## src/design/srb_ram.sv

```systemverilog
// srb_ram: generic one-write one-read memory with registered read data
// no dependencies
`timescale 1ns / 1ps
`default_nettype none
module srb_ram #(
  parameter int WIDTH = 8,
  parameter int DEPTH = 32
) (
  input  wire logic                     clk,
  input  wire logic                     we,
  input  wire logic [$clog2(DEPTH)-1:0] waddr,
  input  wire logic [WIDTH-1:0]         wdata,
  input  wire logic [$clog2(DEPTH)-1:0] raddr,
  output logic      [WIDTH-1:0]         rdata
);

  logic [WIDTH-1:0] mem [DEPTH];

  always_ff @(posedge clk) begin
    if (we) begin
      mem[waddr] <= wdata;
    end
    rdata <= mem[raddr];
  end

endmodule
`default_nettype wire

```

## config.mk

```make
export PLATFORM = sky130hd
export DESIGN_NAME = srb_ram
export DESIGN_NICKNAME = d
export VERILOG_FILES = /design/src/design/srb_ram.sv
export SDC_FILE = /design/constraint.sdc
export NUM_CORES = 1
export LEC_CHECK = 0
export BUFFER_PORTS_ARGS = -buffer_cell sky130_fd_sc_hd__buf_2
export CAP_MARGIN = 10
export CORE_MARGIN = 2
export CORE_UTILIZATION = 25
export CTS_BUF_LIST = sky130_fd_sc_hd__clkbuf_8
export DETAILED_ROUTE_END_ITERATION = 12
export GPL_TIMING_DRIVEN = 0
export SYNTH_ARGS = -nofsm -noshare
export SYNTH_HDL_FRONTEND = slang
export SYNTH_SLANG_ARGS = --single-unit
export TNS_END_PERCENT = 5
```

## constraint.sdc

```tcl
create_clock -name clk -period 3.1 [get_ports clk]
set_input_delay 0.62 -clock clk [delete_from_list [all_inputs] [get_ports clk]]
set_output_delay 0.62 -clock clk [all_outputs]
set_load 0.01 [all_outputs]
```

* Word level (Yosys, flattened, before mapping)
Memory sizes are Yosys's and may differ from the RTL's. A register that Yosys moved wholly into a read port is not among the register bits.
Index checks and enable logic that the tools add are counted.
** Operators by class
- Muxes and demuxes :: 2
** Operators with widths (number)
- $mux 1 :: 2
** Word-level totals
- Memories kept :: 1
- Output and inout port bits :: 8
- Input bits :: 20
- Bits in registers :: 0
- RAM bits :: 256
** Memories
- mem :: depth 32, width 8, rd ports 1, clocked after memory_dff 1, wr ports 1, line 17 : logic [WIDTH-1:0] mem [DEPTH];

* Depth between registers and ports, before layout
Gate-level depths: netlist of run 1.
- Depth after elaboration :: 2
- Gate-level depth with buffers :: 5
- Depth with buffers taken out :: 3

* Worst setup path before layout of run 1
No wires, ideal clock.
- Kind :: input-to-reg
- Start :: input port raddr[2]
- End :: register rdata[0], read port of mem
- Arrival :: 2.302 ns
- Path slack :: 0.678 ns
- Stages on the path :: 5
- Data required time :: 2.979 ns
- Cells stage by stage :: clkbuf_1 -> clkbuf_1 -> mux4_2 -> mux4_2 -> mux2_2
** RTL lines
- from (decl) :: line 13 : input wire logic [$clog2(DEPTH)-1:0] raddr,
- to (decl) :: line 14 : output logic [WIDTH-1:0] rdata

==> results of run 1 <==
==> sequential cells by signal, summed over array words and instances, names as in the netlist <==
signal	count
mem	256
rdata	8
==> routing by layer <==
layer / part of all wire / track usage / wire length, µm
met1: 0.41 / 0.130 / 8710
met2: 0.51 / 0.179 / 10800
met3: 0.065 / 0.0266 / 1390
met4: 0.023 / 0.0378 / 497
met5: 0 / 0 / 0
==> path summary, 6_finish.rpt <==
| path | to | cells after the start |
|---|---|---|
| max | rdata[5]$_DFF_P_ | 5 |
| min | mem[1][6]$_DFFE_PP_ | 1 |
| max reg2reg | rdata[5]$_DFF_P_ | 3 |
| min reg2reg | rdata[0]$_DFF_P_ | 3 |
==> through the flow <==
step,power [mW],setup TNS [ps]
2_1_floorplan,4.27,0
4_1_cts,6.99,0
6_report,6.91,0
3_3_place_gp,4.44,-180
5_1_grt,7.15,0
3_5_place_dp,4.45,-298
==> synthesized netlist by cell type <==
cell,n
edfxtp_1,256
mux4_2,80
nor2_1,33
dfxtp_1,8
mux2_2,8
buf_1,6
buf_4,6
clkbuf_1,6
nand3b_1,5
or3b_2,3
nand3_1,2
buf_2,1
buf_6,1
nand2_1,1
or3_1,1
==> cell families (layout without fill, tap and decap cells) <==
group,count (synthesis),in the layout,share of synthesized area
flops,264,264,0.781
simple gates,45,45,0.0207
buf+inv,20,107,0.0106
other cells,0,1,0
mux,88,88,0.188
==> power groups by stage <==
stage                     registers (mW)  clock network, mW  logic, mW
final                               3.98               2.54      0.386
after global routing                3.99               2.75      0.412
after CTS                           3.99               2.61      0.393
after detailed placement            4.06                  0      0.392
after global placement              4.06                  0      0.380
after floorplan                     4.06                  0      0.211
==> area by class of cell <==
class                      instances  area (µm²)
fill                            3881       28200
sequential                       264        7850
multi-input combinational        133        2100
tap                              525         657
clock buffer                      44         606
timing repair buffer              22         110
buffer                            20         106
clock inverter                    21        90.1
antenna                            1        2.50
==> cell usage in the layout (no fill, tap or decap) <==
cell type,instances
buf_6,1
clkbuf_8,44
diode_2,1
nand3_1,2
clkinv_2,3
buf_4,6
edfxtp_1,256
mux4_2,80
mux2_2,8
dfxtp_1,8
clkinv_1,4
inv_1,12
buf_1,6
nand3b_1,5
clkinvlp_4,2
or3_1,1
or3b_2,3
buf_2,23
clkbuf_1,6
nand2_1,1
nor2_1,33
==> flow_summary.ini, run 1 <==
[cts]
cts_max_level = 2
cts_sinks = 264
hold_buffers = 0
clk_latency_ps = 550
cts_tree = done
cts_inserted_buffers = 40
path_clk_slew_ps = 70
cts_setup_buffers = 0
root_buffer = clkbuf_8
clk_path_buf_depth = 3
cts_resized = 0

[die]
die_w_um = 205
ios = 28
core-area_um2 = 39700
row_count = 73
die_h_um = 205
dieArea_um2 = 41800
start_util = 0.253

[power]
internal-power_mw = 5.42
switching_share = 0.216
vdd_drop_max_uv = 237
p_per_area_nw_per_um2 = 600
combPwrFrac = 0.056
sequentialPowerShare = 0.576
p_switching_mw = 1.49
power_leakage_nw = 3.51
clkPwrFrac = 0.368

[logic_synthesis]
synth_fp_nets = 437
syn_avg_cell_area_um2 = 24.1
synthTopCellsByArea = edfxtp_1 76%, mux4_2 18%, dfxtp_1 1.6%, nor2_1 1.2%, mux2_2 0.90%
synth_top_area_cell = edfxtp_1
seq_area_frac_synth = 0.781
syn_area_um2 = 10100
synthCells = 417
yosys_warnings = 0
ys_types = 15
synth_seq_cells = 264
synth_top_area_share = 0.765

[job]
drv_cap = 0

[global_route]
antenna_found_initial = 1
grtUsageTotal = 0.105
grt_max_degree = 33
grt_pass1_wl_um = 32000
grt_pass1_vias = 4897
grt_overflow_total = 0

[drt]
vias_per_cell = 4.36
routed_wl_um = 21400
drt_first_pass_iters = 5
wl_per_cell_um = 20.8
drt-initial-drc-count = 330
num_vias = 4487
ant_nets = 0
route.detailed.drc = 0

[worst_setup_path]
cp_common_cell = mux4_2
cp_slowest_stage_delay_ps = 700
cp.required_ps = 3530
critPathBufInv = 2
critPathLaunch = raddr[2]
critical_path_class = in2reg
crit_family = multiplexers
r2r_start = mem[13][5]$_DFFE_PP_
setup.worst_path.end_class = flip-flop
worstPathArrival_ps = 3030
worstPathCellList = clkbuf_1 -> buf_1 -> mux4_2 -> mux4_2 -> mux2_2
cp_slowest_cell = buf_1
rrSetupSlack_ps = 1280
start_kind = input port
path_max_fanout = 10

[layout]
area_growth_pct = 14.6
nets = 501
design_area_um2 = 11500
drive_above_1_share = 0.337
final_core_util = 0.290
layoutNonFillerInstCount = 1030

[placed_design]
place_area_um2 = 10800
io_buffers = 22
dp_hpwl_um = 14200
gp_congestion = 0.720
place_ws_ps = -69.9
placed_cells = 964

[timing]
worst_slew_pin_slew_ps = 851
rsz0062_at_grt = false
setup_viol = 0
fin_crit_ps = 2610
slew_headroom = 0.433
holdWs_ps = 632
max_freq_ghz = 0.384
drv_slew = 0
fin_skew_ps = 38.4
min_period_over_period = 0.841
layout_setup_ws_ps = 494
hold_violations = 0

[hold_path]
hold_start = wdata[6]
hp-class = in2reg

[run_status]
outcome = finished clean
(Power assumes the default switching activity.)
==> run 2, diff against run 1 <==
Settings changed: ABC_AREA set to 1.
Clock period 3.1 ns to 2.1 ns, I/O delays scaled along.
==> run 2 against run 1 <==
  * Utilization down 0.15 points
  * First-iteration DRC count up 100%
  * Die area up 7.1%
  * Wire length up 34%
  * Global-route usage up 2.4 points
  * Critical endpoint is now rdata[7]$_DFF_P_
  * Sequential power up 48%
  * Count of clock-buffer cells in the layout unchanged
  * Combinational power up 100%
  * Worst hold slack worse by 280 ps
  * Final cell count up 52%
  * Worst setup slack worse by 140 ps
  * Via count up 58%
==> flow_summary.ini, run 2 <==
[global_route]
grt_pass1_wl_um = 42800
grt_max_degree = 33
grtUsageTotal = 0.129
grt_pass1_vias = 6989
grt_overflow_total = 0
antenna_found_initial = 1

[die]
start_util = 0.252
die_w_um = 212
die_h_um = 212
core-area_um2 = 42800
ios = 28
row_count = 76
dieArea_um2 = 44800

[drt]
num_vias = 7081
drt_first_pass_iters = 5
ant_nets = 0
drt-initial-drc-count = 675
wl_per_cell_um = 18.4
vias_per_cell = 4.52
route.detailed.drc = 0
routed_wl_um = 28800

[logic_synthesis]
synth_fp_nets = 942
ys.flop_type = edfxtp_1
ys_types = 12
synthTopCellsByArea = edfxtp_1 71%, nand2_1 13%, nand3_1 9.5%, buf_6 2.5%, dfxtp_1 1.5%
synth_xor_area_frac = 0
yosys_warnings = 0
synth_edf_count = 256
synth_compound_area_frac = 0
synthCells = 922
synth_fa_ha_area_frac = 0
synth.mux.area_fraction = 0
yosysMostFrequentCell = nand2_1
syn_avg_cell_area_um2 = 11.7
syn_area_um2 = 10800
synth-simple-area-share = 0.231
async_flop_share = 0
synth_seq_cells = 264
synth_top_area_share = 0.713
synth_top_area_cell = edfxtp_1
seq_area_frac_synth = 0.728
synthTopCellsByCount = 360 x nand2_1, 256 x edfxtp_1, 204 x nand3_1
synth_top_family_by_area = simple AND/OR/NAND/NOR gates

[timing]
hold_violations = 0
max_freq_ghz = 0.574
drv_slew = 0
worst_slew_pin_slew_ps = 1000
slew_headroom = 0.330
rsz0062_at_grt = false
holdWs_ps = 352
min_period_over_period = 0.830
setup_viol = 0
fin_crit_ps = 1740
fin_skew_ps = 15.0
layout_setup_ws_ps = 357

[layout]
num_antenna_cells = 0
largest_reg_flops = 256
drive_above_1_share = 0.114
nets = 1011
final_cell_mix = 360 x nand2_1, 256 x edfxtp_1, 204 x nand3_1
reg_top3 = mem x256, rdata x8
area_growth_pct = 14.4
top_register = mem
final_common_cell = nand2_1

[worst_setup_path]
start_kind = input port
worstPathArrival_ps = 2140
path_max_fanout = 10
setup.worst_path.end_class = flip-flop
reg2reg_depth = 8
cp.required_ps = 2500
critical_path_class = in2reg

[job]
drv_cap = 0

[cts]
path_clk_slew_ps = 60
clk_path_buf_depth = 3
cts_max_level = 2
root_buffer = clkbuf_8
cts_setup_buffers = 0
cts_sinks = 264
cts_tree = done
clk_latency_ps = 550
hold_buffers = 0
cts_inserted_buffers = 43
cts_resized = 0

[power]
vdd_drop_max_uv = 483
power_leakage_nw = 4.57
p_per_area_nw_per_um2 = 864

[hold_path]
min_path_cells = 3
hp-class = in2reg

[placed_design]
place_ws_ps = -166
io_buffers = 24
dp_hpwl_um = 18500
gp_congestion = 0.869

[run_status]
outcome = finished clean
==> run 2: cell count changes in the layout (fill, tap and decap cells not counted), moves of 3 or more <==
cell	before	now
buf_6	1	24
buf_2	23	39
nand3_1	2	204
inv_1	12	31
nand3b_1	5	0
nand2_1	1	360
mux2_2	8	0
mux4_2	80	0
or3b_2	3	0
buf_1	6	2
==> run 2: cell type report <==
type	count	area, µm²
multi-input cells	596	2490
inverters	10	37.5
well taps	546	683
clock inverters	31	148
fillers	4410	30400
clock buffers	44	606
flip-flops and latches	264	7850
plain buffers	52	409
repair buffers	24	120
==> run 2: final timing paths <==
path	from	end	slack, ps
min	raddr[4]	rdata[3]$_DFF_P_	350
max reg2reg	mem[3][7]$_DFFE_PP_	rdata[7]$_DFF_P_	840
max	raddr[1]	rdata[7]$_DFF_P_	360
min reg2reg	mem[16][2]$_DFFE_PP_	rdata[2]$_DFF_P_	890
==> run 2: cell families after synthesis <==
logic type | count (synthesis)
flip-flops | 264
buffers and inverters | 62
AND/OR/NAND/NOR | 596
==> run 2: metal layers <==
layer	vias up	track usage	wire length, µm
li1	3344	-	-
met1	3373	0.177	12800
met2	307	0.208	13200
met3	55	0.0243	2160
met4	2	0.0403	658
met5	-	0	14
==> run 2: per-stage QoR <==
stage	TNS (ps)	instance area [µm²]	instances	utilization	power, mW
global route	0	12300	1567	0.288	11.1
detailed placement	-3990	11600	1492	0.271	6.77
floorplan	0	10800	922	-	6.42
global placement	-2510	11600	1492	0.271	6.76
CTS	0	12300	1567	0.288	10.7
finish	0	12300	1567	0.288	10.7
==> run 2: where the power goes <==
group	leakage (nW)	switching, mW	internal [mW]
clock	0.465	1.95	2.05
sequential	2.37	0.0174	5.86
combinational	1.73	0.572	0.216
total	4.57	2.54	8.13
==> run 2: critical path, stage by stage <==
cell and delay, ps:
buf_2 130, inv_2 230, buf_1 570, nand3_1 220
nand3_1 140, nand2_1 80, nand2_1 60, nand2_1 70
nand2_1 80, nand2_1 120
==> run 3, diff against run 2 <==
Clock period 2.1 ns to 1.6 ns, I/O delays scaled along.
==> run 3 against run 2 <==
  * The flow now finishes with violations (setup timing)
  * Register-to-register slack got worse by 500 ps
  * Global-route usage did not move
  * Sequential share of layout area is essentially flat
  * Flip-flop and latch count did not move
  * Worst setup slack lost 370 ps
  * Worst hold slack lost 100 ps
  * Combinational power up 31%
  * Die area did not move
  * Clock skew is essentially flat
  * First-iteration DRC count grew 0.59%
  * Wire length is essentially flat
  * Critical path depth shrank 6
  * Critical endpoint is now mem[2][7]$_DFFE_PP_
  * Largest cell class unchanged
  * Largest power group unchanged
  * Highest routed layer unchanged
==> flow_summary.ini, run 3 (synthesized netlist as in run 2, its figures left out) <==
[worst_setup_path]
rrSetupSlack_ps = 340
start_kind = input port
critical_path_class = in2reg
path_max_fanout = 8
worstPathArrival_ps = 1770
reg2reg_depth = 8
setup.worst_path.end_class = flip-flop
cp.required_ps = 1760

[die]
row_count = 76
ios = 28
start_util = 0.252
core-area_um2 = 42800
die_h_um = 212
die_w_um = 212
dieArea_um2 = 44800

[power]
switching_share = 0.238
clkPwrFrac = 0.375
vdd_drop_max_uv = 634
combPwrFrac = 0.074
sequentialPowerShare = 0.551
internal-power_mw = 10.7
p_total_mw = 14.0
power_leakage_nw = 4.57
p_per_area_nw_per_um2 = 1130
p_switching_mw = 3.33

[layout]
final_common_cell = nand2_1
top_register = mem
drive_above_1_share = 0.115
design_area_um2 = 12300
multi_input_area_um2 = 2490
area_growth_pct = 14.4
num_antenna_cells = 0
nets = 1011
fillers = 4409
final_cell_mix = 360 x nand2_1, 256 x edfxtp_1, 204 x nand3_1
largest_reg_flops = 256
reg_top3 = mem x256, rdata x8
seq_area_um2 = 7850

[timing]
hold_violations = 0
slew_headroom = 0.331
max_freq_ghz = 0.620
layout_setup_ws_ps = -12.4
worst_slew_pin_slew_ps = 1000
setup_viol = 8
drv_slew = 0
rsz0062_at_grt = true
fin_crit_ps = 1610
holdWs_ps = 252
fin_skew_ps = 14.5
min_period_over_period = 1.01
setup-tns-final_ps = -81.7

[placed_design]
dp_hpwl_um = 18500
place_area_um2 = 11600
gp_congestion = 0.869
io_buffers = 24

[drt]
route.detailed.drc = 0
num_vias = 7078
routed_wl_um = 28700
drt-initial-drc-count = 679
vias_per_cell = 4.52
ant_nets = 0
drt_first_pass_iters = 5
wl_per_cell_um = 18.3

[cts]
clk_latency_ps = 550
cts_max_level = 2
path_clk_slew_ps = 50
cts_inserted_buffers = 43
cts_sinks = 264
hold_buffers = 0
cts_tree = done
clk_path_buf_depth = 3
root_buffer = clkbuf_8

[global_route]
grt_pass1_vias = 6989
grt_overflow_total = 0
antenna_found_initial = 1
grt_max_degree = 33
grt_pass1_wl_um = 42800
grtUsageTotal = 0.129

[run_status]
outcome = complete, but fails checks
violations = setup timing

[job]
drv_cap = 0

[hold_path]
hp-class = in2reg
min_path_cells = 3
==> run 3: timing repair <==
action,4_1_cts,5_1_grt
pin swaps,0,0
gates cloned,0,0
setup endpoints to repair,1,35
resized for setup,1,0
setup buffers,0,0
==> run 3: critical path, stage by stage <==
cell	delay (ps)
buf_2	110
inv_1	60
nand3_1	350
nor2_1	910
==> run 3: worst paths after layout <==
| path | from | to |
|---|---|---|
| worst max-delay path | waddr[0] | mem[2][7]$_DFFE_PP_ |
| worst min-delay path | raddr[4] | rdata[3]$_DFF_P_ |
| worst max register to register | mem[3][7]$_DFFE_PP_ | rdata[7]$_DFF_P_ |
| worst min register to register | mem[16][2]$_DFFE_PP_ | rdata[2]$_DFF_P_ |
==> run 3: per-layer routing <==
| layer | GRT usage | part of all wire | up-vias |
|---|---|---|---|
| met1 | 0.177 | 0.45 | 3377 |
| met3 | 0.0243 | 0.074 | 53 |
| met4 | 0.0403 | 0.023 | 2 |
| met5 | 0 | 0.00049 | - |
| li1 | - | - | 3344 |
| met2 | 0.208 | 0.46 | 302 |
==> run 3: through the flow <==
stage	worst slack, ps	cells	util
floorplan	246	922	-
CTS	66.8	1567	0.288
global placement	-559	1492	0.271
finish	-12.4	1567	0.288
detailed placement	-566	1492	0.271
global route	-55.3	1567	0.288
==> run 3: final cells by class <==
type,instances,share of cell area
sequential,264,0.636
inverter,10,0.00304
timing repair buffer,24,0.00973
clock inverter,31,0.0120
clock buffer,44,0.0491
multi-input combinational,596,0.202
buffer,52,0.0332
tap,546,0.0553
==> run 3: power groups by stage <==
stage / registers [mW] / logic, mW / clock network, mW
3_5_place_dp: 7.86 / 1.02 / 0
3_3_place_gp: 7.85 / 1.01 / 0
6_report: 7.71 / 1.03 / 5.25
4_1_cts: 7.71 / 1.03 / 5.34
5_1_grt: 7.72 / 1.13 / 5.66
2_1_floorplan: 7.87 / 0.554 / 0
